[src/rtl/core/pese_pkg.sv]
// Package for the prefix expression evaluator: widths, operator codes,
// word types for both channels and the controller/datapath command structs.
// No dependencies.
`default_nettype none

package pese_pkg;

	// Data width of one stack entry and of every operand.
	localparam int DATA_W = 32;
	localparam int CODE_W = 3;
	localparam int STACK_DEPTH_DEF = 16;
	// Bits of the divider step counter.
	localparam int DIV_CNT_W = $clog2(DATA_W);

	// Token kinds.
	localparam logic KIND_OPERAND = 1'b0;
	localparam logic KIND_OPERATOR = 1'b1;

	// Operator codes.
	localparam logic [CODE_W-1:0] OP_ADD = 3'd0;
	localparam logic [CODE_W-1:0] OP_MUL = 3'd1;
	localparam logic [CODE_W-1:0] OP_SUB = 3'd2;
	localparam logic [CODE_W-1:0] OP_DIV = 3'd3;
	localparam logic [CODE_W-1:0] OP_REM = 3'd4;

	// Token word on the input channel.
	typedef struct packed {
		logic kind;
		logic signed [DATA_W-1:0] operand_value;
		logic [CODE_W-1:0] operator_code;
		logic last_token;
	} tok_t;

	// Result word on the output channel.
	typedef struct packed {
		logic signed [DATA_W-1:0] result_value;
		logic underflow_seen;
		logic overflow_seen;
		logic divide_by_zero_seen;
	} res_t;

	// Commands from the controller to the datapath.
	typedef struct packed {
		logic load_tok;
		logic push_opnd;
		logic push_res;
		logic pop;
		logic cap_a;
		logic cap_b;
		logic alu;
		logic div_start;
		logic div_cap;
		logic emit;
	} cmd_t;

	// Status from the datapath to the controller.
	typedef struct packed {
		logic kind;
		logic code_ok;
		logic is_div;
		logic last;
		logic b_zero;
		logic div_done;
		logic out_free;
	} sts_t;

endpackage

`default_nettype wire

[src/rtl/core/pese_tok_if.sv]
// Token channel: valid/ready handshake carrying one token word.
// Depends on pese_pkg.
`default_nettype none

interface pese_tok_if;
	logic valid;
	logic ready;
	pese_pkg::tok_t data;

	modport source (output valid, output data, input ready);
	modport sink (input valid, input data, output ready);
endinterface

`default_nettype wire

[src/rtl/core/pese_res_if.sv]
// Result channel: valid/ready handshake carrying one result word.
// Depends on pese_pkg.
`default_nettype none

interface pese_res_if;
	logic valid;
	logic ready;
	pese_pkg::res_t data;

	modport source (output valid, output data, input ready);
	modport sink (input valid, input data, output ready);
endinterface

`default_nettype wire

[src/rtl/core/prefix_expression_stack_evaluator_top.sv]
// Evaluates prefix expressions on a stack: tokens arrive right to left. An
// operand is pushed; an operator pops two words and pushes its result. An
// add, subtract or multiply, and a divide or remainder with a zero divisor,
// use the ALU; any other divide or remainder uses the one-bit-per-cycle 32-step divider.
// A token marked last then adds the final pop and the result word,
// and that step waits while an earlier result word is still held, so a held
// word stalls the token side only at the end of an expression. A new token
// is taken only once the previous one is finished. The stack is a
// STACK_DEPTH-entry RAM with a registered read.
// Depends on pese_pkg, pese_tok_if, pese_res_if, pese_ctrl and pese_dpath.
`default_nettype none

module prefix_expression_stack_evaluator_top #(
	parameter int STACK_DEPTH = pese_pkg::STACK_DEPTH_DEF
) (
	input wire logic clk,
	input wire logic arst_n,
	pese_tok_if.sink tok,
	pese_res_if.source res
);

	pese_pkg::cmd_t cmd;
	pese_pkg::sts_t sts;

	// Sequencer.
	pese_ctrl u_ctrl (
		.clk       (clk),
		.arst_n    (arst_n),
		.tok_valid (tok.valid),
		.tok_ready (tok.ready),
		.sts       (sts),
		.cmd       (cmd)
	);

	// Stack, arithmetic and output register.
	pese_dpath #(
		.STACK_DEPTH (STACK_DEPTH)
	) u_dpath (
		.clk       (clk),
		.arst_n    (arst_n),
		.tok_data  (tok.data),
		.cmd       (cmd),
		.sts       (sts),
		.res_ready (res.ready),
		.res_valid (res.valid),
		.res_data  (res.data)
	);

endmodule

`default_nettype wire

[src/rtl/core/pese_ram.sv]
// Generic simple dual-port RAM with one write port and a registered read
// that updates only when its read enable is high. No dependencies.
`default_nettype none

module pese_ram #(
	parameter int WIDTH = 32,
	parameter int DEPTH = 16
) (
	input wire logic clk,
	input wire logic we,
	input wire logic [$clog2(DEPTH)-1:0] waddr,
	input wire logic [WIDTH-1:0] wdata,
	input wire logic re,
	input wire logic [$clog2(DEPTH)-1:0] raddr,
	output logic [WIDTH-1:0] rdata
);

	logic [WIDTH-1:0] mem [DEPTH];
	logic [WIDTH-1:0] rdata_q;

	// Write, and a registered read that holds its word between reads.
	always_ff @(posedge clk) begin
		if (we) begin
			mem[waddr] <= wdata;
		end
		if (re) begin
			rdata_q <= mem[raddr];
		end
	end

	assign rdata = rdata_q;

endmodule

`default_nettype wire

[src/rtl/core/pese_div.sv]
// Iterative signed divider, one quotient bit per cycle, truncating toward zero.
// Depends on pese_pkg.
`default_nettype none

module pese_div (
	input wire logic clk,
	input wire logic arst_n,
	input wire logic start,
	input wire logic [pese_pkg::DATA_W-1:0] dividend,
	input wire logic [pese_pkg::DATA_W-1:0] divisor,
	output logic done,
	output logic [pese_pkg::DATA_W-1:0] quotient,
	output logic [pese_pkg::DATA_W-1:0] remainder
);

	localparam int W = pese_pkg::DATA_W;
	localparam int CW = pese_pkg::DIV_CNT_W;

	logic busy_q;
	logic done_q;
	logic [CW-1:0] cnt_q;
	logic [W-1:0] rem_q;
	logic [W-1:0] quo_q;
	logic [W-1:0] dvs_q;
	logic negq_q;
	logic negr_q;
	logic [W:0] shifted;
	logic [W:0] diff;
	logic [W-1:0] dividend_mag;
	logic [W-1:0] divisor_mag;

	// Magnitudes of the operands; the most negative value maps onto itself,
	// which reads correctly as an unsigned magnitude.
	assign dividend_mag = dividend[W-1] ? (~dividend + W'(1)) : dividend;
	assign divisor_mag = divisor[W-1] ? (~divisor + W'(1)) : divisor;

	// One restoring step: shift in the next dividend bit and try a subtract.
	assign shifted = {rem_q, quo_q[W-1]};
	assign diff = shifted - {1'b0, dvs_q};

	// Control: a start loads the operands, then W steps run.
	always_ff @(posedge clk or negedge arst_n) begin
		if (!arst_n) begin
			busy_q <= 1'b0;
			done_q <= 1'b0;
			cnt_q <= '0;
		end else begin
			done_q <= 1'b0;
			if (start) begin
				busy_q <= 1'b1;
				cnt_q <= CW'(W - 1);
			end else if (busy_q) begin
				if (cnt_q == '0) begin
					busy_q <= 1'b0;
					done_q <= 1'b1;
				end else begin
					cnt_q <= cnt_q - CW'(1);
				end
			end
		end
	end

	// Partial remainder and quotient registers.
	always_ff @(posedge clk) begin
		if (start) begin
			rem_q <= '0;
			quo_q <= dividend_mag;
			dvs_q <= divisor_mag;
			negq_q <= dividend[W-1] ^ divisor[W-1];
			negr_q <= dividend[W-1];
		end else if (busy_q) begin
			if (!diff[W]) begin
				rem_q <= diff[W-1:0];
			end else begin
				rem_q <= shifted[W-1:0];
			end
			quo_q <= {quo_q[W-2:0], ~diff[W]};
		end
	end

	// Signs: the quotient is negative when the operand signs differ, the
	// remainder follows the dividend.
	assign done = done_q;
	assign quotient = negq_q ? (~quo_q + W'(1)) : quo_q;
	assign remainder = negr_q ? (~rem_q + W'(1)) : rem_q;

endmodule

`default_nettype wire

[src/rtl/core/pese_ctrl.sv]
// Controller state machine of the prefix expression evaluator.
// Depends on pese_pkg; drives the datapath through cmd_t and reads sts_t.
`default_nettype none

module pese_ctrl (
	input wire logic clk,
	input wire logic arst_n,
	input wire logic tok_valid,
	output logic tok_ready,
	input wire pese_pkg::sts_t sts,
	output pese_pkg::cmd_t cmd
);

	localparam logic [3:0] ST_IDLE = 4'd0;
	localparam logic [3:0] ST_DECODE = 4'd1;
	localparam logic [3:0] ST_POPA = 4'd2;
	localparam logic [3:0] ST_POPB = 4'd3;
	localparam logic [3:0] ST_CAPB = 4'd4;
	localparam logic [3:0] ST_EXEC = 4'd5;
	localparam logic [3:0] ST_DIVW = 4'd6;
	localparam logic [3:0] ST_PUSHR = 4'd7;
	localparam logic [3:0] ST_FINAL = 4'd8;
	localparam logic [3:0] ST_EMIT = 4'd9;

	logic [3:0] state_q;
	logic [3:0] state_nxt;

	assign tok_ready = (state_q == ST_IDLE);

	// Next state and commands.
	always_comb begin
		state_nxt = state_q;
		cmd = '0;
		unique case (state_q)
			ST_IDLE: begin
				if (tok_valid) begin
					cmd.load_tok = 1'b1;
					state_nxt = ST_DECODE;
				end
			end
			ST_DECODE: begin
				if (sts.kind == pese_pkg::KIND_OPERAND) begin
					cmd.push_opnd = 1'b1;
					state_nxt = sts.last ? ST_FINAL : ST_IDLE;
				end else if (sts.code_ok) begin
					state_nxt = ST_POPA;
				end else begin
					state_nxt = sts.last ? ST_FINAL : ST_IDLE;
				end
			end
			ST_POPA: begin
				cmd.pop = 1'b1;
				state_nxt = ST_POPB;
			end
			ST_POPB: begin
				cmd.cap_a = 1'b1;
				cmd.pop = 1'b1;
				state_nxt = ST_CAPB;
			end
			ST_CAPB: begin
				cmd.cap_b = 1'b1;
				state_nxt = ST_EXEC;
			end
			ST_EXEC: begin
				if (sts.is_div && !sts.b_zero) begin
					cmd.div_start = 1'b1;
					state_nxt = ST_DIVW;
				end else begin
					cmd.alu = 1'b1;
					state_nxt = ST_PUSHR;
				end
			end
			ST_DIVW: begin
				if (sts.div_done) begin
					cmd.div_cap = 1'b1;
					state_nxt = ST_PUSHR;
				end
			end
			ST_PUSHR: begin
				cmd.push_res = 1'b1;
				state_nxt = sts.last ? ST_FINAL : ST_IDLE;
			end
			ST_FINAL: begin
				cmd.pop = 1'b1;
				state_nxt = ST_EMIT;
			end
			ST_EMIT: begin
				if (sts.out_free) begin
					cmd.emit = 1'b1;
					state_nxt = ST_IDLE;
				end
			end
			default: begin
				state_nxt = ST_IDLE;
			end
		endcase
	end

	// State register.
	always_ff @(posedge clk or negedge arst_n) begin
		if (!arst_n) begin
			state_q <= ST_IDLE;
		end else begin
			state_q <= state_nxt;
		end
	end

endmodule

`default_nettype wire

[src/rtl/core/pese_dpath.sv]
// Datapath of the prefix expression evaluator: token register, stack RAM,
// count and sticky flags, ALU, divider and the output register.
// Depends on pese_pkg, pese_ram and pese_div.
`default_nettype none

module pese_dpath #(
	parameter int STACK_DEPTH = pese_pkg::STACK_DEPTH_DEF
) (
	input wire logic clk,
	input wire logic arst_n,
	input wire pese_pkg::tok_t tok_data,
	input wire pese_pkg::cmd_t cmd,
	output pese_pkg::sts_t sts,
	input wire logic res_ready,
	output logic res_valid,
	output pese_pkg::res_t res_data
);

	localparam int W = pese_pkg::DATA_W;
	localparam int CW = $clog2(STACK_DEPTH + 1);
	localparam int AW = $clog2(STACK_DEPTH);

	pese_pkg::tok_t tok_q;
	pese_pkg::res_t out_q;
	logic out_valid_q;
	logic [CW-1:0] count_q;
	logic [CW-1:0] count_m1;
	logic unf_q;
	logic ovf_q;
	logic dz_q;
	logic pop_empty_q;
	logic [W-1:0] a_q;
	logic [W-1:0] b_q;
	logic [W-1:0] r_q;
	logic [W-1:0] rdata;
	logic [W-1:0] pop_val;
	logic [W-1:0] push_val;
	logic push_en;
	logic full;
	logic we;
	logic div_done;
	logic [W-1:0] quotient;
	logic [W-1:0] remainder;

	// Stack addressing: push writes at the count, pop reads just below it.
	assign count_m1 = count_q - CW'(1);
	assign full = (count_q == CW'(STACK_DEPTH));
	assign push_en = cmd.push_opnd | cmd.push_res;
	assign push_val = cmd.push_opnd ? tok_q.operand_value : r_q;
	assign we = push_en & ~full;

	pese_ram #(
		.WIDTH (W),
		.DEPTH (STACK_DEPTH)
	) u_stack (
		.clk   (clk),
		.we    (we),
		.waddr (count_q[AW-1:0]),
		.wdata (push_val),
		.re    (cmd.pop),
		.raddr (count_m1[AW-1:0]),
		.rdata (rdata)
	);

	// A pop of an empty stack reads as all ones.
	assign pop_val = pop_empty_q ? '1 : rdata;

	pese_div u_div (
		.clk       (clk),
		.arst_n    (arst_n),
		.start     (cmd.div_start),
		.dividend  (a_q),
		.divisor   (b_q),
		.done      (div_done),
		.quotient  (quotient),
		.remainder (remainder)
	);

	// Token register.
	always_ff @(posedge clk) begin
		if (cmd.load_tok) begin
			tok_q <= tok_data;
		end
	end

	// Operand capture and result register.
	always_ff @(posedge clk) begin
		if (cmd.cap_a) begin
			a_q <= pop_val;
		end
		if (cmd.cap_b) begin
			b_q <= pop_val;
		end
		if (cmd.alu) begin
			case (tok_q.operator_code)
				pese_pkg::OP_ADD: r_q <= a_q + b_q;
				pese_pkg::OP_MUL: r_q <= a_q * b_q;
				pese_pkg::OP_SUB: r_q <= a_q - b_q;
				default: r_q <= '0;
			endcase
		end else if (cmd.div_cap) begin
			r_q <= (tok_q.operator_code == pese_pkg::OP_DIV) ? quotient : remainder;
		end
	end

	// Stack count and sticky flags; the emit clears them for the next expression.
	always_ff @(posedge clk or negedge arst_n) begin
		if (!arst_n) begin
			count_q <= '0;
			unf_q <= 1'b0;
			ovf_q <= 1'b0;
			dz_q <= 1'b0;
			pop_empty_q <= 1'b0;
		end else begin
			if (cmd.emit) begin
				count_q <= '0;
				unf_q <= 1'b0;
				ovf_q <= 1'b0;
				dz_q <= 1'b0;
			end else if (push_en) begin
				if (full) begin
					ovf_q <= 1'b1;
				end else begin
					count_q <= count_q + CW'(1);
				end
			end else if (cmd.pop) begin
				pop_empty_q <= (count_q == '0);
				if (count_q == '0) begin
					unf_q <= 1'b1;
				end else begin
					count_q <= count_m1;
				end
			end
			// The ALU only sees a divide code when the divisor is zero.
			if (cmd.alu && sts.is_div) begin
				dz_q <= 1'b1;
			end
		end
	end

	// Output register; a held word is released by the consumer's ready.
	always_ff @(posedge clk or negedge arst_n) begin
		if (!arst_n) begin
			out_valid_q <= 1'b0;
		end else if (cmd.emit) begin
			out_valid_q <= 1'b1;
		end else if (res_ready) begin
			out_valid_q <= 1'b0;
		end
	end

	always_ff @(posedge clk) begin
		if (cmd.emit) begin
			out_q.result_value <= pop_val;
			out_q.underflow_seen <= unf_q;
			out_q.overflow_seen <= ovf_q;
			out_q.divide_by_zero_seen <= dz_q;
		end
	end

	assign res_valid = out_valid_q;
	assign res_data = out_q;

	// Status for the controller.
	assign sts.kind = tok_q.kind;
	assign sts.code_ok = (tok_q.operator_code <= pese_pkg::OP_REM);
	assign sts.is_div = (tok_q.operator_code == pese_pkg::OP_DIV) ||
		(tok_q.operator_code == pese_pkg::OP_REM);
	assign sts.last = tok_q.last_token;
	assign sts.b_zero = (b_q == '0);
	assign sts.div_done = div_done;
	assign sts.out_free = ~out_valid_q | res_ready;

endmodule

`default_nettype wire

[src/flat_wrapper.sv]
// flat-port wrapper written by rule: the top's interface ports become plain ports
module prefix_expression_stack_evaluator_top_flat 
#(
	parameter int STACK_DEPTH = pese_pkg::STACK_DEPTH_DEF
)
  (clk, arst_n, tok_valid, tok_data, tok_ready, res_valid, res_data, res_ready);
  pese_tok_if tok_i ();
  pese_res_if res_i ();
  input wire logic clk;
  input wire logic arst_n;
  input wire logic [$bits(tok_i.valid)-1:0] tok_valid;
  input wire logic [$bits(tok_i.data)-1:0] tok_data;
  output wire logic [$bits(tok_i.ready)-1:0] tok_ready;
  output wire logic [$bits(res_i.valid)-1:0] res_valid;
  output wire logic [$bits(res_i.data)-1:0] res_data;
  input wire logic [$bits(res_i.ready)-1:0] res_ready;
  assign tok_i.valid = tok_valid;
  assign tok_i.data = tok_data;
  assign tok_ready = tok_i.ready;
  assign res_valid = res_i.valid;
  assign res_data = res_i.data;
  assign res_i.ready = res_ready;
  prefix_expression_stack_evaluator_top #(.STACK_DEPTH(STACK_DEPTH)) u_core (.clk(clk), .arst_n(arst_n), .tok(tok_i), .res(res_i));
endmodule
[config.mk]
export PLATFORM = sky130hd
export DESIGN_NAME = prefix_expression_stack_evaluator_top_flat
export DESIGN_NICKNAME = d
export VERILOG_FILES = /design/src/rtl/core/pese_pkg.sv /design/src/rtl/core/pese_tok_if.sv /design/src/rtl/core/pese_res_if.sv /design/src/rtl/core/prefix_expression_stack_evaluator_top.sv /design/src/rtl/core/pese_ram.sv /design/src/rtl/core/pese_div.sv /design/src/rtl/core/pese_ctrl.sv /design/src/rtl/core/pese_dpath.sv /design/src/flat_wrapper.sv
export SDC_FILE = /design/constraint.sdc
export NUM_CORES = 2
export LEC_CHECK = 0
export BUFFER_PORTS_ARGS = -buffer_cell sky130_fd_sc_hd__buf_2
export CORE_ASPECT_RATIO = 0.7
export CORE_UTILIZATION = 60
export CTS_BUF_LIST = sky130_fd_sc_hd__clkbuf_4 sky130_fd_sc_hd__clkbuf_8
export DETAILED_ROUTE_END_ITERATION = 8
export MAX_ROUTING_LAYER = met4
export PLACE_DENSITY = 0.81
export SLEW_MARGIN = 20
export SYNTH_ARGS = -nofsm -noshare
export SYNTH_HDL_FRONTEND = slang
export SYNTH_SLANG_ARGS = --single-unit
[constraint.sdc]
create_clock -name clk -period 7.55 [get_ports clk]
set_clock_uncertainty 0.2 [all_clocks]
set_input_delay 1.1325 -clock clk [delete_from_list [all_inputs] [get_ports clk]]
set_output_delay 1.1325 -clock clk [all_outputs]
set_load 0.02 [all_outputs]
After elaboration in Yosys (flattened, before gate mapping) --
Memories as Yosys holds them, arrays and structs flattened. A register that Yosys moved wholly into a read port is not among the register bits. Cells that the tools add are included.
Cells by class: shifts and indexed selects 0, divide/modulo/power cells 0, equal/unequal tests 21, add/sub/neg operators 10, $lt $le $gt $ge 1, multiplexer cells 63, multiply operators 1, bitwise logic cells 13, reductions and logical operators 25
Operators with widths (count):
- two-way mux 32 bit | 11
- adder 32 x 1 -> 32 bit (second input constant) | 4
- inverter 32 bit | 4
- one-hot mux 32 bit (3 select lines) | 1
- two-way mux 5 bit | 8
- one-hot mux 4 bit (10 select lines) | 1
- two-way mux 1 bit | 34
- subtractor 33 x 32 -> 33 bit | 1
- adder 32 bit | 1
- zero test 32 bit | 1
- multiplier 32 x 32 -> 32 bit | 1
- subtractor 32 bit | 1
- two-way mux 31 bit | 1
- two-way mux 4 bit | 6
- equality test 4 x 3 -> 1 bit (second input constant) | 4
- nonzero test 2 bit | 8
- AND reduction 3 bit | 4
- zero test 5 bit | 2
- subtractor 5 x 1 -> 5 bit (second input constant) | 2
- equality test 4 x 2 -> 1 bit (second input constant) | 2
- equality test 4 bit (second input constant) | 2
- equality test 3 x 2 -> 1 bit (second input constant) | 2
- != test 2 x 1 -> 1 bit (second input constant) | 3
- != test 3 x 2 -> 1 bit (second input constant) | 2
- other kinds (20) | 28
Word-level totals: RAM bits 512, bits in read-only memories 0, output and inout bits 37, bits in registers 287, input port bits 41, memories kept 1, latch bits 0
Memories:
- u_core.u_dpath.u_stack.mem | words 16, width 32, read ports 1, clocked after Yosys merged registers in 1, write ports 1, line pese_ram.sv:18 | logic [WIDTH-1:0] mem [DEPTH];

Depth between registers and ports, before layout --
depth after elaboration 7, mapped depth 29, depth with buffers taken out 26

Cells and area by module --
Synthesis repeated with hierarchy kept, for this count alone.
Unflattened totals: cells, all modules 4374, area, all modules 53924.2 µm²
By module, submodules not included:
- pese_dpath | area each 25041.5 µm², times used 1, seq. area each 5295.1 µm², cells an instance 2524
- pese_ram | area each 20155.6 µm², times used 1, seq. area each 16335.7 µm², cells an instance 838
- pese_div | area each 8333.0 µm², times used 1, seq. area each 2797.7 µm², cells an instance 965
- pese_ctrl | area each 394.1 µm², times used 1, seq. area each 100.1 µm², cells an instance 47

Worst setup path before layout --
OpenSTA, ideal clock, no wires.
kind register to register, start register u_core.u_dpath.b_q[6], end register u_core.u_dpath.r_q[30], data pin, setup slack -166 ps, setup time 275 ps, stages on the path, launching flop included 26, buffers on the path 2, data required time 7075 ps, data arrival time 7241 ps, period minus slack after synthesis 7716 ps, path through edfxtp_1 -> clkbuf_1 -> clkbuf_1 -> and2_1 -> fa_1 -> fa_1 -> fa_1 -> inv_1 -> fa_1 -> inv_1 -> fa_1 -> inv_1 -> fa_1 -> inv_1 -> fa_1 -> fa_1 -> ha_1 -> or2_2 -> a2111oi_0 -> nor3_1 -> a2111o_1 -> a21o_1 -> a21o_1 -> and4_1 -> o31ai_1 -> o221ai_1
Between the ends: cells in the longest elaborated chain, start to end 6, elaborated cells on any way between the ends 10
RTL lines:
- start, declared | line pese_dpath.sv:33 | logic [W-1:0] b_q;
- start signal, assigned | line pese_dpath.sv:92 | b_q <= pop_val;
- parallel branches: the longest is 5 deep, another holds multiplier 32 x 32 -> 32 bit
- two-way mux 32 bit * | line pese_dpath.sv:94 | if (cmd.alu) begin
- end signal, assigned | line pese_dpath.sv:96 | pese_pkg::OP_ADD: r_q <= a_q + b_q;
- end signal, assigned | line pese_dpath.sv:97 | pese_pkg::OP_MUL: r_q <= a_q * b_q;
- end signal, assigned | line pese_dpath.sv:98 | pese_pkg::OP_SUB: r_q <= a_q - b_q;
- end, declared | line pese_dpath.sv:34 | logic [W-1:0] r_q;
Every way passes the cells marked *. A chain may end at the register's enable or synchronous reset.

Worst setup path in the final report --
start register u_core.u_dpath.a_q[7], end register u_core.u_dpath.r_q[31], data pin
Between the ends: cells in the longest elaborated chain, start to end 3, elaborated cells on any way between the ends 5
RTL lines:
- start, declared | line pese_dpath.sv:32 | logic [W-1:0] a_q;
- start signal, assigned | line pese_dpath.sv:89 | a_q <= pop_val;
- multiplier 32 x 32 -> 32 bit, or another cell as far along | line pese_dpath.sv:97
- one-hot mux 32 bit (3 select lines) * | line pese_dpath.sv:95 | case (tok_q.operator_code)
- two-way mux 32 bit * | line pese_dpath.sv:94
Mark *: on every way between the ends. The rest lies on a longest branch, timed or not.

==> flow_metrics.py <==
metrics = {
    "outcome": {
        "run_status": "complete, but fails checks",
        "violations": "negative setup slack",
    },
    "floorplan": {
        "dieArea_um2": 90600,
        "placeableCoreArea_um2": 88400,
        "ioPinCount": 78,
        "die_h_um": 252,
        "start_util_pct": 60.7,
        "rows": 91,
        "die_w_um": 359,
    },
    "place": {
        "gp_congestion": 1.04,
        "dp.final_hpwl_um": 111000,
        "portBuffers": 77,
        "dp_slack_ns": -0.249,
    },
    "timing": {
        "fmax_mhz": 129,
        "hold_slack_ns": 0.0708,
        "finalCriticalPeriod_ns": 7.77,
        "fin_crit_sh_pct": 103,
        "finalHoldViolations": 0,
        "max_slew_margin_pct": 28.6,
        "finalSetupViolCount": 4,
        "final.setup.worst_slack_ns": -0.218,
        "rsz0062_at_grt": "true",
        "drv_slew": 0,
        "tightest_slew_ns": 1.07,
    },
    "critical_path": {
        "critPathBufInv": 6,
        "crit_arrival_ns": 8.11,
        "crit_type": "register to register",
        "crit_required_ns": 7.89,
        "crit_family": "adder cells",
        "cp-end-kind": "register",
        "crit_fanout": 7,
        "cpMostUsedCell": "fa_1",
        "cp_slowest_stage_delay_ns": 0.55,
        "start_kind": "register",
        "slowest_stage": "fa_1",
    },
    "routing": {
        "viasPerCell": 6.35,
        "vias": 36500,
        "final_antenna_net_count": 0,
        "drc": 0,
        "wl_um": 157000,
        "wl_per_cell_um": 27.4,
        "drt_iter0_markers": 5185,
        "dr.pass1.iters": 7,
    },
    "clocking": {
        "clock-sinks": 831,
        "cts.hold.buffers_added": 0,
        "htreeDepth": 3,
        "path_clk_slew_ns": 0.07,
        "cts_tree": "yes",
        "clock_path_buffers": 3,
        "cts_root_buf": "clkbuf_8",
        "numCtsBuffers": 115,
        "clk_latency_ns": 0.85,
    },
    "final_layout": {
        "nets": 5119,
        "largest-register": "u_core.u_dpath.u_stack.mem",
        "final_cell_mix": "778 x edfxtp_1, 436 x inv_1, 420 x nand2_1",
        "largest_reg_flops": 512,
        "final_common_cell": "edfxtp_1",
        "drive_gt1_share_pct": 19.1,
        "fill_cells": 6020,
        "synthToLayoutAreaGrowth_pct": 11.4,
    },
    "yosys": {
        "ys_types": 85,
        "yosysWarnings": 0,
        "postSynth.asyncResetShare_pct": 2.53,
        "synthCells": 4268,
        "synth-seq-cells": 831,
        "syn-num-nets": 4917,
        "avgSynthCellArea_um2": 12.6,
        "synthFlopType": "edfxtp_1",
        "synth_edf_count": 778,
        "syn_area_um2": 53700,
        "ys_seq_area_share_pct": 45.7,
    },
    "hold_path": {
        "min_path_type": "input pin to asynchronous set/reset pin",
    },
    "global_routing": {
        "antenna_found_initial": 9,
        "gr-total-overflow": 0,
        "grtUsageTotal_pct": 36.2,
        "grt_pass1_vias": 35700,
        "grt_pass1_wl_um": 233000,
        "grt_max_degree": 124,
    },
    "job": {
        "cap_violations": 0,
    },
}
==> final timing paths <==
check,startpoint,end,slack [ns],depth (start not counted)
hold reg to reg,u_core.u_dpath.ovf_q,u_core.u_dpath.res_data[1],0.26,0
max in group asynchronous,arst_n,u_core.u_dpath.count_q[0],6.70,1
hold / removal,arst_n,u_core.u_dpath.count_q[2],0.07,1
setup reg to reg,u_core.u_dpath.a_q[7],u_core.u_dpath.r_q[31],-0.22,25
setup / recovery,u_core.u_dpath.a_q[7],u_core.u_dpath.r_q[31],-0.22,25
min in group clk,tok_data[17],u_core.u_dpath.tok_q[17],0.26,1
==> metal layers <==
layer  global-route usage (%)  part of all wire [%]  vias to the layer above  routed length [um]
li1                         -                     -                    15200                   -
met1                     51.7                    40                    18300               62500
met2                     49.0                    42                     2626               65900
met3                     12.3                    15                      333               23400
met4                     11.3                   3.6                        0                5600
met5                        -                     0                        -                   0
==> worst reg2reg max path, cell delays in order, from the launching register on <==
cell      delay [ns]
edfxtp_1        0.48
buf_4           0.21
buf_4           0.18
buf_4           0.20
and2_1          0.20
fa_1            0.55
inv_1           0.07
fa_1            0.51
inv_1           0.06
fa_1            0.51
fa_1            0.51
inv_1           0.07
fa_1            0.49
fa_1            0.43
fa_1            0.53
fa_1            0.43
xor2_1          0.17
xnor2_1         0.22
xnor2_1         0.20
xnor2_1         0.14
xnor2_1         0.27
xnor2_1         0.22
xnor2_1         0.18
xnor2_1         0.11
a31oi_1         0.21
o21ai_1         0.14
==> what timing repair did <==
action	4_1_cts	5_1_grt
setup endpoints to repair	5	14
setup buffers	22	13
cloned	2	0
gates resized for setup	45	70
hold endpoints to repair	0	0
pin swaps	38	74
==> area by class of cell <==
| cell class | count | area, um2 | share of cell area (%) |
|---|---|---|---|
| sequential | 831 | 24500 | 41.1 |
| antenna | 14 | 35.0 | 0.0586 |
| multi-input combinational | 2754 | 27100 | 45.3 |
| clock buffer | 153 | 1880 | 3.15 |
| tap | 1162 | 1450 | 2.43 |
| timing repair buffer | 322 | 2490 | 4.16 |
| clock inverter | 64 | 593 | 0.993 |
| inverter | 446 | 1670 | 2.80 |
==> synthesized netlist by cell type (all sizes together), types with 34 or more instances <==
master	number	area [um2]
o21ai	150	751
xor2	122	1070
a21o	34	255
nor2	110	413
clkbuf	207	777
ha	198	2480
and2	321	2010
or2	44	278
nand2	421	1580
a21oi	108	541
xnor2	166	1450
fa	410	8210
o31ai	47	390
nor3	39	195
inv	446	1670
nand2b	39	244
a211oi	37	278
edfxtp	778	23400
mux4	160	3600
==> per-stage QoR <==
stage	util, %	TNS (ns)	instances	area [um2]
floorplan	-	0	4268	53700
detailed placement	63.9	-0.636	5482	56500
global route	67.6	-1.23	5744	59700
global placement	63.9	-0.0944	5481	56400
finish	67.6	-0.289	5746	59700
CTS	67.1	-0.282	5723	59300
==> cell families (layout without fill, tap and decap cells) <==
logic type	count (synthesis)	in the layout	synth area share, %
other	0	14	0
multiplexers	220	220	7.91
AND/OR/NAND/NOR	1108	1108	10.5
XOR/XNOR	288	288	4.70
flip-flops	831	831	45.7
buffers and inverters	683	985	4.81
adder cells (fa/ha/maj)	608	608	19.9
AO/OA/AOI/OAI	530	530	6.46
Power is not shown: default switching activity piles up to over one toggle a cycle in this logic, so the estimate is an artifact.
